`src/rtl/ilsfe_pkg.sv`:
```
`timescale 1ns / 1ps
// ----------------------------------------------------------------------------
// ilsfe_pkg
// Shared types and constants of the inductor line sensor front end.
// ----------------------------------------------------------------------------
package ilsfe_pkg;

  localparam int NormBits = 7;
  localparam int DevBits  = 10;
  localparam int NumLanes = 4;

  localparam logic [7:0] RegAdcFloor      = 8'd0;
  localparam logic [7:0] RegAdcCeiling    = 8'd1;
  localparam logic [7:0] RegModeSelect    = 8'd2;
  localparam logic [7:0] RegStopThreshold = 8'd3;

  typedef struct packed {
    logic [7:0] floor_v;
    logic [7:0] ceil_v;
    logic [1:0] mode;
    logic [8:0] stop_thr;
  } cfg_t;

  // Outer and inner coefficients in tenths, turn limit per mode.
  function automatic logic [3:0] coef_outer(input logic [1:0] m);
    case (m)
      2'd0:    coef_outer = 4'd12;
      2'd1:    coef_outer = 4'd14;
      default: coef_outer = 4'd15;
    endcase
  endfunction

  function automatic logic [3:0] coef_inner(input logic [1:0] m);
    case (m)
      2'd0:    coef_inner = 4'd10;
      2'd1:    coef_inner = 4'd12;
      default: coef_inner = 4'd13;
    endcase
  endfunction

  function automatic logic [5:0] turn_limit(input logic [1:0] m);
    case (m)
      2'd0:    turn_limit = 6'd30;
      2'd1:    turn_limit = 6'd40;
      default: turn_limit = 6'd50;
    endcase
  endfunction

endpackage

```
`src/rtl/ilsfe_divider.sv`:
```
`timescale 1ns / 1ps
// ----------------------------------------------------------------------------
// ilsfe_divider
// Unsigned restoring divider, one quotient bit per cycle.
// ----------------------------------------------------------------------------
module ilsfe_divider #(
  parameter int NUM_BITS = 16,
  parameter int DEN_BITS = 12
) (
  input  logic                clk,
  input  logic                rst,
  input  logic                start,
  input  logic [NUM_BITS-1:0] num,
  input  logic [DEN_BITS-1:0] den,
  output logic                done,
  output logic [NUM_BITS-1:0] quot
);
  localparam int CntBits = $clog2(NUM_BITS + 1);

  logic [NUM_BITS-1:0] shreg;
  logic [DEN_BITS:0]   rem;
  logic [DEN_BITS-1:0] dreg;
  logic [CntBits-1:0]  cnt;
  logic                busy;
  logic [DEN_BITS:0]   trial;
  logic [DEN_BITS:0]   diff;

  assign trial = {rem[DEN_BITS-1:0], shreg[NUM_BITS-1]};
  assign diff  = trial - {1'b0, dreg};
  assign quot  = shreg;

  always_ff @(posedge clk) begin
    if (rst) begin
      busy <= 1'b0;
      done <= 1'b0;
      cnt  <= '0;
    end else begin
      done <= 1'b0;
      if (start) begin
        busy <= 1'b1;
        cnt  <= CntBits'(NUM_BITS);
      end else if (busy) begin
        cnt <= cnt - 1'b1;
        if (cnt == CntBits'(1)) begin
          busy <= 1'b0;
          done <= 1'b1;
        end
      end
    end
  end

  always_ff @(posedge clk) begin
    if (start) begin
      shreg <= num;
      dreg  <= den;
      rem   <= '0;
    end else if (busy) begin
      if (!diff[DEN_BITS]) begin
        rem   <= diff;
        shreg <= {shreg[NUM_BITS-2:0], 1'b1};
      end else begin
        rem   <= trial;
        shreg <= {shreg[NUM_BITS-2:0], 1'b0};
      end
    end
  end

endmodule

```
`src/rtl/ilsfe_lane.sv`:
```
`timescale 1ns / 1ps
// ----------------------------------------------------------------------------
// ilsfe_lane
// One channel: median of three, clamp, and normalize to 0..100.
// ----------------------------------------------------------------------------
module ilsfe_lane #(
  parameter int SAMPLE_BITS = 8
) (
  input  logic                      clk,
  input  logic                      rst,
  input  logic                      start,
  input  logic [SAMPLE_BITS-1:0]    sa,
  input  logic [SAMPLE_BITS-1:0]    sb,
  input  logic [SAMPLE_BITS-1:0]    sc,
  input  ilsfe_pkg::cfg_t           cfg,
  output logic                      done,
  output logic [ilsfe_pkg::NormBits-1:0] level
);
  import ilsfe_pkg::*;

  localparam int NB = 16;

  logic [SAMPLE_BITS-1:0] lo, hi, med, v;
  logic [7:0] clamped;
  logic       zero_case;
  logic       zero_q;
  logic [NB-1:0] q;
  logic       div_done;

  always_comb begin
    lo  = sa;
    hi  = sb;
    if (sa > sb) begin
      lo = sb;
      hi = sa;
    end
    med = hi;
    if (hi > sc) med = sc;
    if (lo > med) med = lo;
    v = med;
    // the clamped value never exceeds the 8-bit ceiling
    clamped = (v > SAMPLE_BITS'(cfg.ceil_v)) ? cfg.ceil_v : 8'(v);
    zero_case = (clamped <= cfg.floor_v);
  end

  always_ff @(posedge clk) begin
    if (start) zero_q <= zero_case;
  end

  ilsfe_divider #(.NUM_BITS(NB), .DEN_BITS(8)) u_div (
    .clk   (clk),
    .rst   (rst),
    .start (start),
    .num   (NB'(7'd100 * 8'(clamped - cfg.floor_v))),
    .den   (cfg.ceil_v - cfg.floor_v),
    .done  (div_done),
    .quot  (q)
  );

  assign done  = div_done;
  assign level = zero_q ? '0 : NormBits'(q);

endmodule

```
`src/rtl/ilsfe_merge.sv`:
```
`timescale 1ns / 1ps
// ----------------------------------------------------------------------------
// ilsfe_merge
// Combines lane levels: stop latch and signed deviation by serial division.
// ----------------------------------------------------------------------------
module ilsfe_merge (
  input  logic                  clk,
  input  logic                  rst,
  input  logic                  start,
  input  logic [6:0]            l,
  input  logic [6:0]            lm,
  input  logic [6:0]            rm,
  input  logic [6:0]            r,
  input  ilsfe_pkg::cfg_t       cfg,
  output logic                  done,
  output logic signed [9:0]     dev,
  output logic                  stopped,
  output logic                  turning,
  output logic                  dzero
);
  import ilsfe_pkg::*;

  // numerator magnitude reaches 280000
  localparam int NB = 20;

  logic [1:0]         m;
  logic [8:0]         sum;
  logic signed [8:0]  d_out, d_in;
  logic signed [13:0] wsum;
  logic signed [20:0] num;
  logic [11:0]        den;
  logic               neg_q, dz_q;
  logic [1:0]         m_q;
  logic [NB-1:0]      q;
  logic               div_done;
  logic [9:0]         mag;

  always_comb begin
    m     = (cfg.mode == 2'd3) ? 2'd2 : cfg.mode;
    sum   = 9'(l) + 9'(lm) + 9'(rm) + 9'(r);
    d_out = $signed({2'b0, l}) - $signed({2'b0, r});
    d_in  = $signed({2'b0, lm}) - $signed({2'b0, rm});
    wsum  = d_out * $signed({1'b0, coef_outer(m)}) + d_in * $signed({1'b0, coef_inner(m)});
    num   = wsum * 21'sd100;
    den   = 12'(10 * (l + r + 0)) + 12'(5 * (lm + rm + 0));
  end

  always_ff @(posedge clk) begin
    if (rst) begin
      stopped <= 1'b0;
    end else if (start && (sum < cfg.stop_thr)) begin
      stopped <= 1'b1;
    end
  end

  always_ff @(posedge clk) begin
    if (start) begin
      neg_q <= num[20];
      dz_q  <= (den == '0);
      m_q   <= m;
    end
  end

  ilsfe_divider #(.NUM_BITS(NB), .DEN_BITS(12)) u_div (
    .clk   (clk),
    .rst   (rst),
    .start (start),
    .num   (NB'(num[20] ? -num : num)),
    .den   (den),
    .done  (div_done),
    .quot  (q)
  );

  always_comb begin
    mag = (q > NB'(300)) ? 10'd300 : 10'(q);
    if (dz_q) mag = '0;
  end

  assign done    = div_done;
  assign dev     = neg_q ? -$signed(mag) : $signed(mag);
  assign dzero   = dz_q;
  assign turning = !dz_q && (mag >= 10'(turn_limit(m_q)));

endmodule

```
`src/rtl/inductor_line_sensor_front_end.sv`:
```
`timescale 1ns / 1ps
// ----------------------------------------------------------------------------
// inductor_line_sensor_front_end
// Four lanes normalize each channel, then a merge stage forms the deviation.
// ----------------------------------------------------------------------------
// Flow: each item passes the lane division, then the deviation division,
// then the handoff into the result registers.
// A new item is accepted only while idle with no result waiting, so the pace
// is set by the two serial dividers, the result handoff and any output stall.
// Reset: synchronous; clears the stop latch, handshake state and registers
// to floor 0, ceiling 100, mode 0, stop threshold 20.
module inductor_line_sensor_front_end #(
  parameter int SAMPLE_BITS = 8
) (
  input  logic clk,
  input  logic rst,
  input  logic psel, penable, pwrite,
  input  logic [3:0]  paddr,
  input  logic [31:0] pwdata,
  output logic [31:0] prdata,
  output logic        pready,
  input  logic in_valid,
  output logic in_stall,
  input  logic [SAMPLE_BITS-1:0] left_sample_a, left_sample_b, left_sample_c,
  input  logic [SAMPLE_BITS-1:0] leftmid_sample_a, leftmid_sample_b, leftmid_sample_c,
  input  logic [SAMPLE_BITS-1:0] rightmid_sample_a, rightmid_sample_b, rightmid_sample_c,
  input  logic [SAMPLE_BITS-1:0] right_sample_a, right_sample_b, right_sample_c,
  output logic out_valid,
  input  logic out_stall,
  output logic [6:0] norm_left, norm_leftmid, norm_rightmid, norm_right,
  output logic signed [9:0] deviation,
  output logic stopped, turning, divisor_zero
);
  import ilsfe_pkg::*;

  localparam logic [1:0] StIdle = 2'd0;
  localparam logic [1:0] StLane = 2'd1;
  localparam logic [1:0] StMrg  = 2'd2;

  cfg_t       cfg;
  logic [1:0] state;
  logic       in_acc, lane_done, mrg_start, mrg_done;
  logic [3:0] ldone;
  logic [6:0] lv [NumLanes];
  logic [6:0] lq [NumLanes];
  logic signed [9:0] m_dev;
  logic m_stop, m_turn, m_dz;
  logic [7:0] reg_idx;

  assign pready  = 1'b1;
  assign reg_idx = {6'd0, paddr[3:2]};

  always_ff @(posedge clk) begin
    if (rst) begin
      cfg.floor_v  <= 8'd0;
      cfg.ceil_v   <= 8'd100;
      cfg.mode     <= 2'd0;
      cfg.stop_thr <= 9'd20;
    end else if (psel && penable && pwrite) begin
      unique case (reg_idx)
        RegAdcFloor:      cfg.floor_v  <= pwdata[7:0];
        RegAdcCeiling:    cfg.ceil_v   <= pwdata[7:0];
        RegModeSelect:    cfg.mode     <= pwdata[1:0];
        RegStopThreshold: cfg.stop_thr <= pwdata[8:0];
        default: ;
      endcase
    end
  end

  always_comb begin
    unique case (reg_idx)
      RegAdcFloor:      prdata = {24'd0, cfg.floor_v};
      RegAdcCeiling:    prdata = {24'd0, cfg.ceil_v};
      RegModeSelect:    prdata = {30'd0, cfg.mode};
      RegStopThreshold: prdata = {23'd0, cfg.stop_thr};
      default:          prdata = '0;
    endcase
  end

  assign in_stall  = (state != StIdle) || out_valid;
  assign in_acc    = in_valid && !in_stall;
  assign lane_done = ldone[0];
  assign mrg_start = (state == StLane) && lane_done;

  ilsfe_lane #(.SAMPLE_BITS(SAMPLE_BITS)) u_l0 (.clk(clk), .rst(rst), .start(in_acc),
    .sa(left_sample_a), .sb(left_sample_b), .sc(left_sample_c), .cfg(cfg),
    .done(ldone[0]), .level(lv[0]));
  ilsfe_lane #(.SAMPLE_BITS(SAMPLE_BITS)) u_l1 (.clk(clk), .rst(rst), .start(in_acc),
    .sa(leftmid_sample_a), .sb(leftmid_sample_b), .sc(leftmid_sample_c), .cfg(cfg),
    .done(ldone[1]), .level(lv[1]));
  ilsfe_lane #(.SAMPLE_BITS(SAMPLE_BITS)) u_l2 (.clk(clk), .rst(rst), .start(in_acc),
    .sa(rightmid_sample_a), .sb(rightmid_sample_b), .sc(rightmid_sample_c), .cfg(cfg),
    .done(ldone[2]), .level(lv[2]));
  ilsfe_lane #(.SAMPLE_BITS(SAMPLE_BITS)) u_l3 (.clk(clk), .rst(rst), .start(in_acc),
    .sa(right_sample_a), .sb(right_sample_b), .sc(right_sample_c), .cfg(cfg),
    .done(ldone[3]), .level(lv[3]));

  always_ff @(posedge clk) begin
    if (mrg_start) begin
      for (int i = 0; i < NumLanes; i++) lq[i] <= lv[i];
    end
  end

  ilsfe_merge u_mrg (.clk(clk), .rst(rst), .start(mrg_start),
    .l(lv[0]), .lm(lv[1]), .rm(lv[2]), .r(lv[3]), .cfg(cfg),
    .done(mrg_done), .dev(m_dev), .stopped(m_stop), .turning(m_turn), .dzero(m_dz));

  always_ff @(posedge clk) begin
    if (rst) begin
      state     <= StIdle;
      out_valid <= 1'b0;
    end else begin
      if (out_valid && !out_stall) out_valid <= 1'b0;
      unique case (state)
        StIdle: if (in_acc) state <= StLane;
        StLane: if (lane_done) state <= StMrg;
        StMrg: begin
          if (mrg_done) begin
            state     <= StIdle;
            out_valid <= 1'b1;
          end
        end
        default: state <= StIdle;
      endcase
    end
  end

  // Hold the result registers until the item is taken.
  always_ff @(posedge clk) begin
    if (state == StMrg && mrg_done) begin
      norm_left     <= lq[0];
      norm_leftmid  <= lq[1];
      norm_rightmid <= lq[2];
      norm_right    <= lq[3];
      deviation     <= m_dev;
      stopped       <= m_stop;
      turning       <= m_turn;
      divisor_zero  <= m_dz;
    end
  end

  a_lanes_sync: assert property (@(posedge clk) disable iff (rst)
    ldone[0] |-> (ldone[1] && ldone[2] && ldone[3])) else $error("lane skew");
  a_no_accept_busy: assert property (@(posedge clk) disable iff (rst)
    (state != StIdle) |-> !in_acc) else $error("accept while busy");
  a_dz_no_turn: assert property (@(posedge clk) disable iff (rst)
    out_valid |-> !(divisor_zero && turning)) else $error("turn on zero divisor");

endmodule

```
`config.mk`:
```
export PLATFORM = sky130hd
export DESIGN_NAME = inductor_line_sensor_front_end
export DESIGN_NICKNAME = d
export VERILOG_FILES = /design/src/rtl/ilsfe_pkg.sv /design/src/rtl/ilsfe_divider.sv /design/src/rtl/ilsfe_lane.sv /design/src/rtl/ilsfe_merge.sv /design/src/rtl/inductor_line_sensor_front_end.sv
export SDC_FILE = /design/constraint.sdc
export NUM_CORES = 2
export LEC_CHECK = 0
export ABC_AREA = 1
export BUFFER_PORTS_ARGS = -buffer_cell sky130_fd_sc_hd__buf_2
export CAP_MARGIN = 20
export CORE_MARGIN = 2
export CORE_UTILIZATION = 45
export CTS_CLUSTER_DIAMETER = 120
export DETAILED_ROUTE_END_ITERATION = 10
export GPL_TIMING_DRIVEN = 0
export MAX_ROUTING_LAYER = met4
export SETUP_SLACK_MARGIN = 0.02
export SKIP_CTS_REPAIR_TIMING = 1
export SLEW_MARGIN = 20
export SYNTH_ARGS = -nofsm -noshare
export SYNTH_HDL_FRONTEND = slang
export SYNTH_SLANG_ARGS = --single-unit
export TNS_END_PERCENT = 50
```
`constraint.sdc`:
```
create_clock -name clk -period 11.4 [get_ports clk]
set_clock_uncertainty 0.1 [all_clocks]
set_input_delay 1.71 -clock clk [delete_from_list [all_inputs] [get_ports clk]]
set_output_delay 1.71 -clock clk [all_outputs]
set_load 0.005 [all_outputs]
```
==> results.py <==
metrics = {
    "yosys": {
        "synth_cells": 4098,
        "yosys_warnings": 0,
        "yosysTopAreaCellShare": 0.2120,
        "muxShareOfSynthArea": 0,
        "synth_seq_area_share": 0.2439,
        "synthTopCellsByArea": "ha_1 (21%), edfxtp_1 (17%), nand2_1 (12%)",
        "synth_area_mm2": 0.03058,
        "async_flop_share": 0,
        "ys_ff_latch": 288,
        "synth_fa_ha_area_frac": 0.2689,
        "ys_types": 60,
        "synth_xor_xnor_area_share": 0.04411,
        "synth-simple-area-share": 0.2254,
        "synth_edf_count": 169,
        "synth_compound_area_frac": 0.1126,
        "synth_top_family_by_area": "adder cells",
        "synthFlopType": "edfxtp_1",
        "syn_area_per_cell_um2": 7.462,
        "synth_area_leader_cell": "ha_1",
    },
    "detailed_routing": {
        "post_drt_via_cell_ratio": 4.955,
        "postRouteAntennaNets": 0,
        "drc_errors": 0,
        "routedWlPerCell_um": 14.49,
        "vias": 25950,
        "dr.pass1.iters": 5,
        "drt-total-wl_um": 75920,
        "drt_iter0_drc": 1269,
    },
    "floorplanning": {
        "die_h_um": 264.7,
        "core_area_mm2": 0.06728,
        "die_width_um": 264.7,
        "die-area_mm2": 0.07005,
        "initial_core_util": 0.4545,
        "ioPinCount": 215,
        "rows": 95,
    },
    "critical_path": {
        "startpoint": "right_sample_b[7]",
        "worstSetupEndpointType": "flip-flop",
        "start_kind": "input pin",
        "criticalPathCategory": "in -> reg",
        "critPathMaxStageDelay_ns": 0.46,
        "cp_slowest_cell": "fa_1",
        "crit_arrival_ns": 10.77,
        "crit_top_cell": "nand2_1",
        "r2r-start": "u_l2.zero_q$_DFFE_PP_",
        "worstPathRequired_ns": 11.60,
        "crit_fanout": 10,
    },
    "timing": {
        "setup_tns_ns": 0,
        "period_needed_ns": 10.57,
        "relSlewSlack": 0.3317,
        "fmax_mhz": 94.58,
        "rsz0062_at_grt": "false",
        "worst_slew_pin_slew_ns": 0.9987,
        "finalHoldViolCount": 0,
        "setup-violations-final": 0,
        "post-route-period-util": 0.9275,
        "drv_slew": 0,
    },
    "place": {
        "hpwl_um": 62820,
        "dpl_cell_area_mm2": 0.03260,
        "gp_congestion": 0.9233,
        "dp_cells": 5159,
        "port_buffers": 165,
    },
    "layout": {
        "fin_cells": 5238,
        "num-fill-cells": 6781,
        "syn_to_final_growth_pct": 10.98,
        "final_cell_mix": "nand2_1 (992), inv_1 (717), ha_1 (518)",
        "fin_area_mm2": 0.03394,
        "drive_gt1_frac": 0.08284,
        "layout_commonest_cell": "nand2_1",
        "finish.utilization": 0.5044,
        "nets": 5075,
    },
    "global_routing": {
        "antenna_found_initial": 6,
        "grt.total_usage": 0.2219,
        "grt_pass1_vias": 24500,
        "grt_pass1_wl_um": 123300,
        "overflow": 0,
        "grt_max_degree": 54,
    },
    "clock_network": {
        "root_buffer": "clkbuf_16",
        "htreeDepth": 2,
        "cts_sinks": 288,
        "clock_latency_ns": 0.56,
        "clk_pin_slew_worst_paths_ns": 0.06,
        "cts.path.max_buffers": 3,
        "cts_tree": "done",
        "cts_buffers": 35,
    },
    "flow_run": {
        "cap_violations": 0,
    },
    "min_path": {
        "min-delay-start": "lq[1][2]$_DFFE_PP_",
        "hold_path_class": "reg -> reg",
    },
    "outcome": {
        "outcome": "completed",
    },
}
final cells by class:
class / count / area [µm²] / area share
Inverter: 732 / 2755 / 0.08119
Timing Repair inverter: 1 / 5.005 / 0.0001475
Sequential cell: 288 / 7457 / 0.2197
Clock inverter: 23 / 209.0 / 0.006157
Timing Repair Buffer: 173 / 898.4 / 0.02647
Tap cell: 873 / 1092 / 0.03219
Clock buffer: 41 / 919.6 / 0.02710
Buffer: 81 / 476.7 / 0.01405
Multi-Input combinational cell: 3019 / 20100 / 0.5924
Antenna cell: 7 / 17.52 / 0.0005162
routing by layer:
metal | GRT usage | share of wire | vias to the layer above
met3 | 0.02592 | 0.038 | 88
met1 | 0.2785 | 0.46 | 11660
met2 | 0.3831 | 0.48 | 402
met5 | - | 0 | -
li1 | - | - | 13810
met4 | 0.05039 | 0.020 | 0
registers in the layout (all words and copies together), names as in the netlist, 7 cells and up:
| register | flops |
|---|---|
| cfg | 27 |
| deviation | 10 |
| lq | 28 |
| norm_left | 7 |
| norm_leftmid | 7 |
| norm_right | 7 |
| norm_rightmid | 7 |
| u_l0.u_div.quot | 16 |
| u_l0.u_div.rem | 8 |
| u_l1.u_div.quot | 16 |
| u_l1.u_div.rem | 8 |
| u_l2.u_div.dreg | 8 |
| u_l2.u_div.quot | 16 |
| u_l2.u_div.rem | 8 |
| u_l3.u_div.quot | 16 |
| u_l3.u_div.rem | 8 |
| u_mrg.u_div.dreg | 12 |
| u_mrg.u_div.quot | 20 |
| u_mrg.u_div.rem | 12 |
stage by stage:
step / worst slack, ns / hold WS (ns)
floorplan: 1.214 / 0.3003
global placement: -0.3597 / 0.3017
detailed placement: -0.4418 / 0.3045
CTS: 0.1585 / 0.3167
global route: 0.01324 / 0.3230
finish: 0.8269 / 0.3145
cells by family after synthesis:
group	count (synthesis)
fa+ha+maj	605
flops	288
xor+xnor	154
buf+inv	813
simple gates	1624
other cells	2
compound gates	612
critical path, delay by kind of cell:
| kind | cells | cell delay [ns] |
|---|---|---|
| fa+ha+maj | 10 | 3.15 |
| xor+xnor | 1 | 0.40 |
| buf+inv | 8 | 0.91 |
| simple gates | 24 | 2.49 |
| compound gates | 14 | 2.08 |
final timing paths:
| check | endpoint | slack (ns) | cells after the start |
|---|---|---|---|
| setup reg to reg | u_mrg.u_div.quot[18]$_DFFE_PP_ | 1.24 | 45 |
| hold reg to reg | norm_leftmid[2]$_DFFE_PP_ | 0.31 | 0 |
| setup / recovery | u_l3.u_div.quot[13]$_DFFE_PP_ | 0.83 | 57 |
| hold / removal | norm_leftmid[2]$_DFFE_PP_ | 0.31 | 0 |
synthesized netlist by cell type (5+ instances only):
master    number
a211oi_1       7
a21boi_0       8
a21o_1        19
a21oi_1      244
a22oi_1        8
a31oi_1        8
and2_1        22
buf_2         16
buf_4         28
clkbuf_1      29
clkinv_1       9
dfxtp_1      119
edfxtp_1     169
fa_1          87
ha_1         518
inv_1        721
nand2_1      997
nand2_2       10
nand3_1      245
nand3_2        6
nand3b_1      26
nand4_1       26
nor2_1       230
nor2_2         5
nor3_1        19
nor4_1         8
o211ai_1      29
o21a_1         8
o21ai_0      192
o21ai_1       40
o21bai_1       8
o221ai_1       6
o22ai_1       11
or2_1          9
or2_2         10
xnor2_1       52
xor2_1       102
Power is left out: the tool's default activity adds up to more than one toggle a clock period on the data nets, which glitch-free logic cannot reach.
